### src/design/rsd_pkg.sv
// rsd_pkg: shared constants, types and state encoding of the rice stream decoder
// no dependencies; used by the interfaces, rsd_code_acc and rice_stream_decoder_unit

package rsd_pkg;

  // stream geometry
  localparam int WORD_BITS   = 32;
  localparam int DATA_W      = 32;
  localparam int BIT_IDX_W   = $clog2(WORD_BITS);
  localparam int MAX_RESULTS = 16;
  localparam int COUNT_W     = $clog2(MAX_RESULTS + 1);

  // code fields
  localparam int K_W     = 5;
  localparam int VALUE_W = 32;
  localparam int LEN_W   = 32;
  localparam int QUOT_W  = 32;
  localparam int REM_W   = 31;

  localparam logic [K_W-1:0]   K_RESET = K_W'(6);
  localparam logic [LEN_W-1:0] LEN_MAX = '1;

  // sequencer states
  typedef enum logic [1:0] {
    ST_IDLE,
    ST_BUSY,
    ST_FLUSH
  } rsd_state_e;

  // control from the sequencer to the code accumulator
  typedef struct packed {
    logic step;
    logic clear;
  } rsd_acc_ctrl_t;

  // status of the code accumulator for the current bit
  typedef struct packed {
    logic               done;
    logic [VALUE_W-1:0] value;
    logic [LEN_W-1:0]   length;
  } rsd_acc_res_t;

endpackage

### src/design/rsd_in_if.sv
// rsd_in_if: input word channel of the rice stream decoder, valid/ready handshake
// depends on rsd_pkg

interface rsd_in_if
  import rsd_pkg::*;
();
  logic              valid;
  logic              ready;
  logic [DATA_W-1:0] data_word;
  logic              restart;

  modport source (output valid, output data_word, output restart, input ready);
  modport sink   (input valid, input data_word, input restart, output ready);
endinterface

### src/design/rsd_out_if.sv
// rsd_out_if: decoded value channel of the rice stream decoder, valid/ready handshake
// depends on rsd_pkg

interface rsd_out_if
  import rsd_pkg::*;
();
  logic               valid;
  logic               ready;
  logic [VALUE_W-1:0] value;
  logic [LEN_W-1:0]   code_length;
  logic               last;

  modport source (output valid, output value, output code_length, output last, input ready);
  modport sink   (input valid, input value, input code_length, input last, output ready);
endinterface

### src/design/rsd_code_acc.sv
// rsd_code_acc: per-bit rice code state (unary count, remainder, length) and value shift
// depends on rsd_pkg

module rsd_code_acc
  import rsd_pkg::*;
(
  input  logic          clk_i,
  input  logic          rst_ni,
  input  rsd_acc_ctrl_t ctrl_i,
  input  logic          bit_i,
  input  logic [K_W-1:0] k_i,
  output rsd_acc_res_t  res_o
);

  logic [QUOT_W-1:0] quot_q, quot_d;
  logic              in_rem_q, in_rem_d;
  logic [REM_W-1:0]  rem_acc_q, rem_acc_d;
  logic [K_W-1:0]    rem_seen_q, rem_seen_d;
  logic [LEN_W-1:0]  len_q, len_d;

  logic [LEN_W-1:0]  len_inc;
  logic [K_W-1:0]    seen_inc;
  logic [REM_W-1:0]  acc_or;
  logic              done;

  // saturating length count and remainder bit insertion
  assign len_inc  = (len_q == LEN_MAX) ? len_q : len_q + LEN_W'(1);
  assign seen_inc = rem_seen_q + K_W'(1);
  assign acc_or   = (rem_seen_q < K_W'(REM_W)) ?
                    (rem_acc_q | (REM_W'(bit_i) << rem_seen_q)) : rem_acc_q;

  // next code state for the current bit
  always_comb begin
    quot_d     = quot_q;
    in_rem_d   = in_rem_q;
    rem_acc_d  = rem_acc_q;
    rem_seen_d = rem_seen_q;
    len_d      = len_inc;
    done       = 1'b0;
    if (!in_rem_q) begin
      if (bit_i) begin
        quot_d = quot_q + QUOT_W'(1);
      end else begin
        in_rem_d   = 1'b1;
        rem_acc_d  = '0;
        rem_seen_d = '0;
      end
    end else begin
      rem_acc_d  = acc_or;
      rem_seen_d = seen_inc;
      if (seen_inc >= k_i) begin
        done       = 1'b1;
        quot_d     = '0;
        in_rem_d   = 1'b0;
        rem_acc_d  = '0;
        rem_seen_d = '0;
        len_d      = '0;
      end
    end
    if (ctrl_i.clear) begin
      quot_d     = '0;
      in_rem_d   = 1'b0;
      rem_acc_d  = '0;
      rem_seen_d = '0;
      len_d      = '0;
    end
  end

  // code state registers
  always_ff @(posedge clk_i or negedge rst_ni) begin
    if (!rst_ni) begin
      quot_q     <= '0;
      in_rem_q   <= 1'b0;
      rem_acc_q  <= '0;
      rem_seen_q <= '0;
      len_q      <= '0;
    end else if (ctrl_i.step || ctrl_i.clear) begin
      quot_q     <= quot_d;
      in_rem_q   <= in_rem_d;
      rem_acc_q  <= rem_acc_d;
      rem_seen_q <= rem_seen_d;
      len_q      <= len_d;
    end
  end

  // value shifter: quotient moved above the remainder
  assign res_o.done   = done;
  assign res_o.value  = (quot_q << k_i) | VALUE_W'(acc_or);
  assign res_o.length = len_inc;

endmodule

### src/design/rice_stream_decoder_unit.sv
// rice_stream_decoder_unit: top level of the streaming golomb-rice decoder
// depends on rsd_pkg, rsd_in_if, rsd_out_if and rsd_code_acc
//
//  channel   dir  transaction                      handshake
//  in_i      in   data_word[31:0], restart         valid / ready
//  out_o     out  value[31:0], code_length[31:0],  valid / ready
//                 last
//  cfg       in   cfg_wdata_i[4:0] (k)             cfg_we_i, no wait
//
//  a word is accepted in idle, walked through the word shift register in busy, one bit
//  a cycle while not stalled, and its last pending value is sent in flush. a code
//  completing while a finished value still waits stalls the bit walk for as long as
//  the output holds back. reset is asynchronous, active low: it clears the code state
//  and loads k with 6. in_i is ready only in idle.

module rice_stream_decoder_unit
  import rsd_pkg::*;
(
  input  logic           clk_i,
  input  logic           rst_ni,
  rsd_in_if.sink         in_i,
  rsd_out_if.source      out_o,
  input  logic           cfg_we_i,
  input  logic [K_W-1:0] cfg_wdata_i
);

  rsd_state_e            state_q, state_d;
  logic [K_W-1:0]        k_q;
  logic [K_W-1:0]        k_eff;
  logic [DATA_W-1:0]     word_q, word_d;
  logic [BIT_IDX_W-1:0]  bit_idx_q, bit_idx_d;
  logic [COUNT_W-1:0]    count_q, count_d;

  logic                  pend_valid_q, pend_valid_d;
  logic [VALUE_W-1:0]    pend_value_q, pend_value_d;
  logic [LEN_W-1:0]      pend_len_q, pend_len_d;

  logic                  out_valid_q, out_valid_d;
  logic [VALUE_W-1:0]    out_value_q, out_value_d;
  logic [LEN_W-1:0]      out_len_q, out_len_d;
  logic                  out_last_q, out_last_d;

  logic                  out_free;
  logic                  accept;
  logic                  keep;
  rsd_acc_ctrl_t         acc_ctrl;
  rsd_acc_res_t          acc_res;

  // configuration register, k of zero reads as one
  always_ff @(posedge clk_i or negedge rst_ni) begin
    if (!rst_ni) begin
      k_q <= K_RESET;
    end else if (cfg_we_i) begin
      k_q <= cfg_wdata_i;
    end
  end

  assign k_eff = (k_q == '0) ? K_W'(1) : k_q;

  // code accumulator
  rsd_code_acc u_code_acc (
    .clk_i  (clk_i),
    .rst_ni (rst_ni),
    .ctrl_i (acc_ctrl),
    .bit_i  (word_q[0]),
    .k_i    (k_eff),
    .res_o  (acc_res)
  );

  assign out_free  = !out_valid_q || out_o.ready;
  assign accept    = in_i.valid && in_i.ready;
  assign keep      = count_q < COUNT_W'(MAX_RESULTS);
  assign in_i.ready = (state_q == ST_IDLE);

  // sequencer: bit walk, pending result and output register
  always_comb begin
    state_d      = state_q;
    word_d       = word_q;
    bit_idx_d    = bit_idx_q;
    count_d      = count_q;
    pend_valid_d = pend_valid_q;
    pend_value_d = pend_value_q;
    pend_len_d   = pend_len_q;
    out_valid_d  = out_valid_q && !out_o.ready;
    out_value_d  = out_value_q;
    out_len_d    = out_len_q;
    out_last_d   = out_last_q;
    acc_ctrl     = '0;
    case (state_q)
      ST_IDLE: begin
        if (accept) begin
          acc_ctrl.clear = in_i.restart;
          word_d         = in_i.data_word;
          bit_idx_d      = '0;
          count_d        = '0;
          state_d        = ST_BUSY;
        end
      end
      ST_BUSY: begin
        if (!(acc_res.done && keep && pend_valid_q && !out_free)) begin
          acc_ctrl.step = 1'b1;
          word_d        = word_q >> 1;
          bit_idx_d     = bit_idx_q + BIT_IDX_W'(1);
          if (acc_res.done && keep) begin
            count_d = count_q + COUNT_W'(1);
            if (pend_valid_q) begin
              out_valid_d = 1'b1;
              out_value_d = pend_value_q;
              out_len_d   = pend_len_q;
              out_last_d  = 1'b0;
            end
            pend_valid_d = 1'b1;
            pend_value_d = acc_res.value;
            pend_len_d   = acc_res.length;
          end
          if (bit_idx_q == BIT_IDX_W'(WORD_BITS - 1)) begin
            state_d = ST_FLUSH;
          end
        end
      end
      ST_FLUSH: begin
        if (!pend_valid_q) begin
          state_d = ST_IDLE;
        end else if (out_free) begin
          out_valid_d  = 1'b1;
          out_value_d  = pend_value_q;
          out_len_d    = pend_len_q;
          out_last_d   = 1'b1;
          pend_valid_d = 1'b0;
          state_d      = ST_IDLE;
        end
      end
      default: begin
        state_d = ST_IDLE;
      end
    endcase
  end

  // control registers
  always_ff @(posedge clk_i or negedge rst_ni) begin
    if (!rst_ni) begin
      state_q      <= ST_IDLE;
      bit_idx_q    <= '0;
      count_q      <= '0;
      pend_valid_q <= 1'b0;
      out_valid_q  <= 1'b0;
    end else begin
      state_q      <= state_d;
      bit_idx_q    <= bit_idx_d;
      count_q      <= count_d;
      pend_valid_q <= pend_valid_d;
      out_valid_q  <= out_valid_d;
    end
  end

  // payload registers
  always_ff @(posedge clk_i) begin
    word_q       <= word_d;
    pend_value_q <= pend_value_d;
    pend_len_q   <= pend_len_d;
    out_value_q  <= out_value_d;
    out_len_q    <= out_len_d;
    out_last_q   <= out_last_d;
  end

  assign out_o.valid       = out_valid_q;
  assign out_o.value       = out_value_q;
  assign out_o.code_length = out_len_q;
  assign out_o.last        = out_last_q;

endmodule
### src/flat_wrapper.sv
// flat-port wrapper written by rule: the top's interface ports become plain ports
module rice_stream_decoder_unit_flat import rsd_pkg::*;
  (clk_i, rst_ni, cfg_we_i, cfg_wdata_i, in_i_valid, in_i_data_word, in_i_restart, in_i_ready, out_o_valid, out_o_value, out_o_code_length, out_o_last, out_o_ready);
  rsd_in_if in_i_i ();
  rsd_out_if out_o_i ();
  input  logic clk_i;
  input  logic rst_ni;
  input  logic cfg_we_i;
  input  logic [K_W-1:0] cfg_wdata_i;
  input wire logic [$bits(in_i_i.valid)-1:0] in_i_valid;
  input wire logic [$bits(in_i_i.data_word)-1:0] in_i_data_word;
  input wire logic [$bits(in_i_i.restart)-1:0] in_i_restart;
  output wire logic [$bits(in_i_i.ready)-1:0] in_i_ready;
  output wire logic [$bits(out_o_i.valid)-1:0] out_o_valid;
  output wire logic [$bits(out_o_i.value)-1:0] out_o_value;
  output wire logic [$bits(out_o_i.code_length)-1:0] out_o_code_length;
  output wire logic [$bits(out_o_i.last)-1:0] out_o_last;
  input wire logic [$bits(out_o_i.ready)-1:0] out_o_ready;
  assign in_i_i.valid = in_i_valid;
  assign in_i_i.data_word = in_i_data_word;
  assign in_i_i.restart = in_i_restart;
  assign in_i_ready = in_i_i.ready;
  assign out_o_valid = out_o_i.valid;
  assign out_o_value = out_o_i.value;
  assign out_o_code_length = out_o_i.code_length;
  assign out_o_last = out_o_i.last;
  assign out_o_i.ready = out_o_ready;
  rice_stream_decoder_unit u_core (.clk_i(clk_i), .rst_ni(rst_ni), .in_i(in_i_i), .out_o(out_o_i), .cfg_we_i(cfg_we_i), .cfg_wdata_i(cfg_wdata_i));
endmodule
### config.mk
export PLATFORM = sky130hd
export DESIGN_NAME = rice_stream_decoder_unit_flat
export DESIGN_NICKNAME = d
export VERILOG_FILES = /design/src/design/rsd_pkg.sv /design/src/design/rsd_in_if.sv /design/src/design/rsd_out_if.sv /design/src/design/rsd_code_acc.sv /design/src/design/rice_stream_decoder_unit.sv /design/src/flat_wrapper.sv
export SDC_FILE = /design/constraint.sdc
export NUM_CORES = 1
export LEC_CHECK = 0
export BUFFER_PORTS_ARGS = -buffer_cell sky130_fd_sc_hd__buf_4
export CELL_PAD_IN_SITES_DETAIL_PLACEMENT = 0
export CELL_PAD_IN_SITES_GLOBAL_PLACEMENT = 1
export CORE_MARGIN = 3
export CORE_UTILIZATION = 49
export CTS_CLUSTER_DIAMETER = 40
export DETAILED_ROUTE_END_ITERATION = 6
export PLACE_DENSITY_LB_ADDON = 0.1
export REMOVE_ABC_BUFFERS = 1
export SLEW_MARGIN = 20
export SYNTH_ARGS = -nofsm -noshare
export SYNTH_HDL_FRONTEND = slang
export SYNTH_SLANG_ARGS = --single-unit
### constraint.sdc
create_clock -name clk_i -period 4.5 [get_ports clk_i]
set_clock_uncertainty 0.05 [all_clocks]
set_input_delay 1.35 -clock clk_i [delete_from_list [all_inputs] [get_ports clk_i]]
set_output_delay 1.35 -clock clk_i [all_outputs]
set_load 0.05 [all_outputs]
==> results.md, run 1 <==
* Worst R2R Setup Slack at about 0.99 ns
* Die Area at about 32000 µm²
* Post-synth cell types at 86
* Slew Limit Fails at 0
* Post-route ant nets at 0
* Initial Utilization at 50.03%
* # rows at 62
* Worst slew pin tran at between 0.9 and 1 ns
* Min-Delay Path Class: reg2reg
* Status: complete, no violations
* Crit-path cells: nor3_4, a21oi_2, inv_2, ha_1, nor2b_1, o21a_1, o21ai_0, a21oi_2, nor2_1, buf_4, a221o_1
* Tmin final at ~3.5 ns
* Commonest register cell after synthesis: edfxtp_1
* Fin crit share at 78.04%
* Pre-antenna DRT Iters at 5
* Most Frequent Cell on Critical Path: a21oi_2
* Antenna violations before repair at 0
* Drt total wl at between 30000 and 40000 µm
* DR vias at between 10000 and 15000
* PD cells at ~570 nW/µm²
* Max Fclk at between 0.2 and 0.3 GHz
* CP arrival at a little under 4 ns
* Initial drt markers at ~900
* Hold WS at about 0.36 ns
* Clock insertion delay at the later pin of the skew report at about 0.53 ns
* Routed WL per cell at 20.24 µm
* Fill cells at roughly 2400
* R2r startpoint: u_core.k_q[2]
* First-pass GRT wire length at 58630 µm
* Crit-path slowest cell: dfstp_2
* Pleak at around 0.007 µW
* Final non-filler cell total at between 1500 and 2000
* Sequential cell area at 7840 µm²
* Number of global-route vias before repair at between 10000 and 15000
* Largest net degree at the start of global routing at 85
* H-tree Lvls at 2
* CP Max Fanout at 13
* R2r endpoint: u_core.u_code_acc.len_q[18]
* Startpoint types: flop
* TritonCTS Buffers at 42
* WS Path Type: reg2reg
* Crit path buffers/inverters at 2
* Hold EP: u_core.out_o.code_length[9]
* Residual DRC at 0
* GPL Wtd Cong at around 0.9
* Post-DP HPWL at around 25000 µm
* Post-CTS Setup Bufs at 0
* Average size of a mapped cell at 10.97 µm²
* N_diodes at 0
* Synth-to-layout area growth at 18.09%
* Hold Path Stages at 0
* Crit. End Element: flop
* Core box area at 28940 µm²
* R2R depth at 11
* Vias per Instance at roughly 6
* # IOs at 110
* CP max stage delay at slightly below 0.6 ns
* Slew margin rel. at a little over a third
* Number of hold violations in the final report at 0
* Hold path startpoint: u_core.pend_len_q[9]
* Leading area contributor after synthesis: edfxtp_1
* Die width at between 150 and 200 µm
* Number of enable flip-flop cells after synthesis at 161
* CTS Hold Bufs at 0
* Fraction of layout cells with a size suffix above 1 at between 20% and 30%
* Overall routing resource usage at between 20% and 30%
* Register bit total from synthesis at roughly 280
* CP Data Required Time at between 4 and 5 ns
* Post-synth top area share at between 30% and 40%
* Layout Nets at 1467
* Post-Synthesis Cells at 1319
* Clk slew on worst S/H paths at around 0.06 ns
* Crit-path leading delay family: compound AO/OA/AOI/OAI gates
* IO Port Bufs at roughly 110
* Yosys warns at 0
* Multi-input combinational cell area at about 6200 µm²
* Clk buf depth at 3
* FFs w/ async S/R, synth at a little over two fifths
* Clock root buffer: clkbuf_16
* TritonCTS Sinks at roughly 280
* MaxCap Viol Count at 0
* Unrepaired setup endpoints after global routing: false
* VDD IR max at 0.0003983 V
* CTS tree: built
* Grt ovf at 0
* CP Depth at 11
* Mapped Area at 14480 µm²
* Area contributors post-synth: edfxtp_1 (33%), dfrtp_1 (20%), mux2_2 (3.7%), nor2_1 (2.6%), nand3_1 (2.5%)
* Die height at roughly 180 µm
* Register area share after synthesis at 54.16%
* # setup viols final at 0
* Placed cells at 1750
* Post-CTS resize count at 0
[sequential cells by signal, summed over array words and instances, names as in the netlist, 2 cells and up]
name and cells:
u_core.bit_idx_q 5, u_core.count_q 5, u_core.k_q 5, u_core.out_o.code_length 32
u_core.out_o.value 32, u_core.pend_len_q 32, u_core.pend_value_q 32, u_core.state_q 2
u_core.u_code_acc.len_q 32, u_core.u_code_acc.quot_q 32, u_core.u_code_acc.rem_acc_q 31, u_core.u_code_acc.rem_seen_q 5
u_core.word_q 32
[cell usage after synthesis, types with 6 or more instances]
master and count:
a211oi_1 13, a21oi_1 68, mux4_2 7, and3_1 31
ha_1 14, clkbuf_1 64, xnor2_1 20, a32oi_1 7
and2_1 16, nand2_1 95, nor3_1 23, buf_2 20
or3_1 11, nand3_1 73, inv_1 20, edfxtp_1 161
nor2b_1 9, o22ai_1 14, o21ai_0 61, a22o_1 8
nor4_1 7, mux2i_1 36, a21o_1 15, nand4_1 18
a211o_1 10, dfrtp_1 118, nand2b_1 15, mux2_2 48
xor2_1 14, a31oi_1 38, a221o_1 17, nor2_1 99
and4_1 11, o211ai_1 20, a221oi_1 11, or4_1 6
[worst max path at each step]
stage | start | to
floorplan | u_core.k_q[1] | u_core.pend_len_q[0]
global placement | u_core.k_q[2] | u_core.u_code_acc.len_q[16]
detailed placement | u_core.k_q[2] | u_core.u_code_acc.len_q[18]
CTS | u_core.k_q[2] | u_core.word_q[6]
global route | u_core.u_code_acc.rem_seen_q[1] | u_core.u_code_acc.len_q[30]
finish | u_core.k_q[2] | u_core.u_code_acc.len_q[18]
[report_power, final]
group / switching, µW / internal (µW) / leakage, µW
Sequential: 294 / 3330 / 0.00309
Clock: 1230 / 2000 / 0.000699
Combinational: 1990 / 916 / 0.00317
[stage by stage]
step	TNS [ns]	instance area [µm²]	power (µW)	setup WS [ns]	util [%]
3_5_place_dp	0	15670	6565	0.9786	54.14
5_1_grt	0	17090	10260	0.7840	59.08
6_report	0	17090	9761	0.9880	59.08
2_1_floorplan	-2.837	14080	5559	-0.04433	-
4_1_cts	0	17090	9833	1.007	59.08
3_3_place_gp	0	15670	6530	1.040	54.14
[cells in the final DEF (no fill, tap or decap), types with 15 or more instances in the layout]
cell type / Yosys / routed
edfxtp_1: 161 / 161
buf_4: 0 / 137
dfrtp_1: 118 / 118
nor2_1: 99 / 99
nand2_1: 95 / 95
nand3_1: 73 / 73
a21oi_1: 68 / 67
o21ai_0: 61 / 60
mux2_2: 48 / 48
clkbuf_16: 0 / 42
a31oi_1: 38 / 38
mux2i_1: 36 / 36
and3_1: 31 / 29
nor3_1: 23 / 23
inv_1: 20 / 20
xnor2_1: 20 / 20
o211ai_1: 20 / 20
nand4_1: 18 / 18
a221o_1: 17 / 17
and2_1: 16 / 16
nand2b_1: 15 / 15
a21o_1: 15 / 15
[worst reg2reg max path: stages (launching register included)]
cell and delay [ns]:
dfstp_2 0.58, nor3_4 0.07, a21oi_2 0.37, inv_2 0.21, ha_1 0.31, nor2b_1 0.15
o21a_1 0.22, o21ai_0 0.25, a21oi_2 0.55, nor2_1 0.08, buf_4 0.22, a221o_1 0.36
[routing by layer]
metal / GRT usage [%] / wire [µm] / vias to the layer above
li1: - / - / 5219
met1: 36.20 / 17580 / 5509
met2: 33.31 / 16070 / 389
met3: 3.979 / 2510 / 65
met4: 6.283 / 823 / 0
met5: 0 / 0 / -
[kinds of logic after synthesis]
group,count (synthesis),share of synthesized area [%]
simple gates,436,15.56
compound gates,345,16.35
flops,281,54.16
buf+inv,118,3.354
mux,91,7.313
xor+xnor,34,2.057
fa+ha+maj,14,1.210
[layout make-up]
| class | instances | share of cell area (%) |
|---|---|---|
| sequential | 281 | 45.86 |
| inverter | 25 | 0.5490 |
| tap | 384 | 2.811 |
| clock buffer | 51 | 6.580 |
| timing repair buffer | 140 | 6.368 |
| multi-input combinational | 920 | 36.05 |
| clock inverter | 26 | 1.779 |
Power figures use the tool's default switching activity.
==> inputs of run 2 (changes only) <==
--- a/config.mk
+++ b/config.mk
@@ -9,7 +9,7 @@
 export CELL_PAD_IN_SITES_DETAIL_PLACEMENT = 0
 export CELL_PAD_IN_SITES_GLOBAL_PLACEMENT = 1
 export CORE_MARGIN = 3
-export CORE_UTILIZATION = 49
+export CORE_UTILIZATION = 44
 export CTS_CLUSTER_DIAMETER = 40
 export DETAILED_ROUTE_END_ITERATION = 6
 export PLACE_DENSITY_LB_ADDON = 0.1
==> constraint.sdc (replaced) <==
create_clock -name clk_i -period 2.8 [get_ports clk_i]
set_clock_uncertainty 0.05 [all_clocks]
set_input_delay 0.84 -clock clk_i [delete_from_list [all_inputs] [get_ports clk_i]]
set_output_delay 0.84 -clock clk_i [all_outputs]
set_load 0.05 [all_outputs]
==> results.md, run 2 (same netlist as run 1, synthesis figures left out) <==
* Status: finished, violations left (was complete, no violations)
* Failing checks: setup timing
* Power Total at 16490 µW (was 9761 µW)
* CTS tree: built (unchanged)
* Overall routing resource usage at 21.76% (was 23.22%)
* Pre-antenna DRT Iters at 5 (unchanged)
* Crit-path cells: buf_4, and2_1, nand2_1, xnor2_2, ha_1, nand2_1, buf_4, nor2_1, a21oi_1, mux2i_1, and3_4, clkbuf_16 (was nor3_4, a21oi_2, inv_2, ha_1, nor2b_1, o21a_1, o21ai_0, a21oi_2, nor2_1, buf_4, a221o_1)
* Clock power frac at 30.1% (was 33.0%)
* DR vias at 11516 (was 11182)
* Post-DP HPWL at 27050 µm (was 24960 µm)
* Initial drt markers at 872 (was 903)
* VDD IR max at 0.0005201 V (was 0.0003983 V)
* H-tree Lvls at 2 (unchanged)
* N_diodes at 0 (unchanged)
* Slew Limit Fails at 0 (unchanged)
* Startpoint types: flop (unchanged)
* Clock root buffer: clkbuf_16 (unchanged)
* Worst setup path endpoint: u_core.out_o.code_length[26] (was u_core.u_code_acc.len_q[18])
* Fraction of layout cells with a size suffix above 1 at 28.26% (was 21.00%)
* Number of global-route vias before repair at 11113 (was 10420)
* Clk buf depth at 3 (unchanged)
* Placed Area at 16530 µm² (was 15670 µm²)
* Crit-path slowest cell: dfrtp_1 (was dfstp_2)
* MaxCap Viol Count at 0 (unchanged)
* Pint at 10440 µW (was 6246 µW)
* Finished Cell Area at 18310 µm² (was 17090 µm²)
* R2r endpoint: u_core.out_o.code_length[26] (was u_core.u_code_acc.len_q[18])
* Clk slew on worst S/H paths at 0.06 ns (about the same)
* Net Sw Frac at 36.67% (was 36.01%)
* Most common cell after layout, fill and taps aside: buf_4 (was edfxtp_1)
* Fin crit share at 101.5% (was 78.04%)
* Layout Nets at 1581 (was 1467)
* Clock insertion delay at the later pin of the skew report at 0.53 ns (about the same)
* Die height at 187.4 µm (was 177.9 µm)
* CP arrival at 3.03 ns (was 3.88 ns)
* First-pass GRT wire length at 62380 µm (was 58630 µm)
* P_sw at 6044 µW (was 3515 µW)
* Vias per Instance at 5.781 (was 6.120)
* Most frequent cells in the layout: buf_4 (229), edfxtp_1 (161), dfrtp_1 (118) (was edfxtp_1 (161), buf_4 (137), dfrtp_1 (118))
* WS Path Type: reg2reg (unchanged)
* Initial Utilization at 45.29% (was 50.03%)
* GPL Wtd Cong at 0.9118 (was 0.8931)
* Die width at 187.4 µm (was 177.9 µm)
* CP Max Fanout at 16 (was 13)
* CTS Hold Bufs at 0 (unchanged)
* Crit. End Element: flop (unchanged)
* TritonCTS Sinks at 281 (unchanged)
* IO Port Bufs at 109 (unchanged)
* Gate power share at 35.0% (was 29.8%)
* # rows at 65 (was 62)
* Antenna violations before repair at 0 (unchanged)
* Worst slew pin tran at 0.8858 ns (was 0.9473 ns)
* Min-Delay Path Class: in2async (was reg2reg)
* Core box area at 31960 µm² (was 28940 µm²)
* PD cells at 900.2 nW/µm² (was 571.0 nW/µm²)
* Worst R2R Setup Slack at -0.04 ns (was 0.99 ns)
* Die Area at 35110 µm² (was 31640 µm²)
* Post-route ant nets at 0 (unchanged)
* R2R depth at 12 (was 11)
* Largest net degree at the start of global routing at 121 (was 85)
* Crit path buffers/inverters at 3 (was 2)
* # IOs at 110 (unchanged)
* Synth-to-layout area growth at 26.52% (was 18.09%)
* Crit-path leading delay family: simple AND/OR/NAND/NOR gates (was compound AO/OA/AOI/OAI gates)
* CP Depth at 12 (was 11)
* Slew margin rel. at 40.82% (was 36.36%)
* Worst setup path startpoint: u_core.u_code_acc.rem_seen_q[1] (was u_core.k_q[2])
* Reg power frac at 34.9% (was 37.2%)
* Unrepaired setup endpoints after global routing: true (was false)
* TNS Setup at -1.029 ns (was 0 ns)
* TritonCTS Buffers at 41 (was 42)
* Pleak at 0.007555 µW (was 0.006950 µW)
* Worst setup margin at -0.04143 ns (was 0.9880 ns)
* CP max stage delay at 0.40 ns (was 0.58 ns)
* Residual DRC at 0 (unchanged)
* Tmin final at 2.841 ns (was 3.512 ns)
* R2r startpoint: u_core.u_code_acc.rem_seen_q[1] (was u_core.k_q[2])
* # setup viols final at 32 (was 0)
* Number of hold violations in the final report at 0 (unchanged)
* Grt ovf at 0 (unchanged)
* Drt total wl at 39930 µm (was 36980 µm)
* Routed WL per cell at 20.04 µm (was 20.24 µm)
* CP Data Required Time at 2.99 ns (was 4.87 ns)
* Max Fclk at 0.3519 GHz (was 0.2847 GHz)
-- run 2: how the worst min path moves through the flow --
stage                                        from  slack, ns  cells after the start                           end
after global routing      u_core.pend_value_q[16]       0.37                      0        u_core.out_o.value[16]
final                                      rst_ni       0.35                      2   u_core.u_code_acc.quot_q[5]
after CTS                 u_core.pend_value_q[15]       0.36                      0        u_core.out_o.value[15]
after detailed placement     u_core.pend_len_q[3]       0.35                      0   u_core.out_o.code_length[3]
after floorplan              u_core.pend_len_q[0]       0.35                      0   u_core.out_o.code_length[0]
after global placement      u_core.pend_len_q[22]       0.35                      0  u_core.out_o.code_length[22]
-- run 2: cell type report --
type                    instances  area, µm²
inverters                      25      97.59
clock buffers                  45       1041
repair buffers                255       2172
well taps                     435      544.3
fillers                      2720      13650
clock inverters                31      305.3
multi-input cells             920       6314
flip-flops and latches        281       7840
-- run 2: timing repair --
action	in CTS	in global routing
pin swaps	0	5
buffers inserted	4	2
endpoints found under the hold margin	0	0
gates cloned	0	7
resized for setup	6	46
setup endpoints to repair	89	259
-- run 2: per-layer routing --
layer	GRT usage, %	routed length [µm]	up-vias
li1	-	-	5469
met1	32.39	18850	5605
met2	33.03	17610	382
met3	3.579	2532	60
met4	6.032	933	0
met5	0	0	-
-- run 2: power by group through the flow --
stage | logic, µW | registers [µW] | clock network (µW)
floorplan | 2330 | 6600 | 0
global placement | 5210 | 5810 | 0
detailed placement | 5230 | 5820 | 0
CTS | 5290 | 5750 | 5070
global route | 6210 | 5840 | 5260
finish | 5770 | 5760 | 4960
-- run 2: stage by stage --
stage                     setup WS (ns)  util, %  cells  hold slack, ns
after floorplan                  -1.744        -   1226          0.3503
after global placement          -0.2335    51.72   1903          0.3513
after detailed placement        -0.1774    51.72   1903          0.3545
after CTS                     -0.008328    56.09   1983          0.3623
after global routing            -0.1456    57.30   1992          0.3724
final                          -0.04143    57.30   1992          0.3490
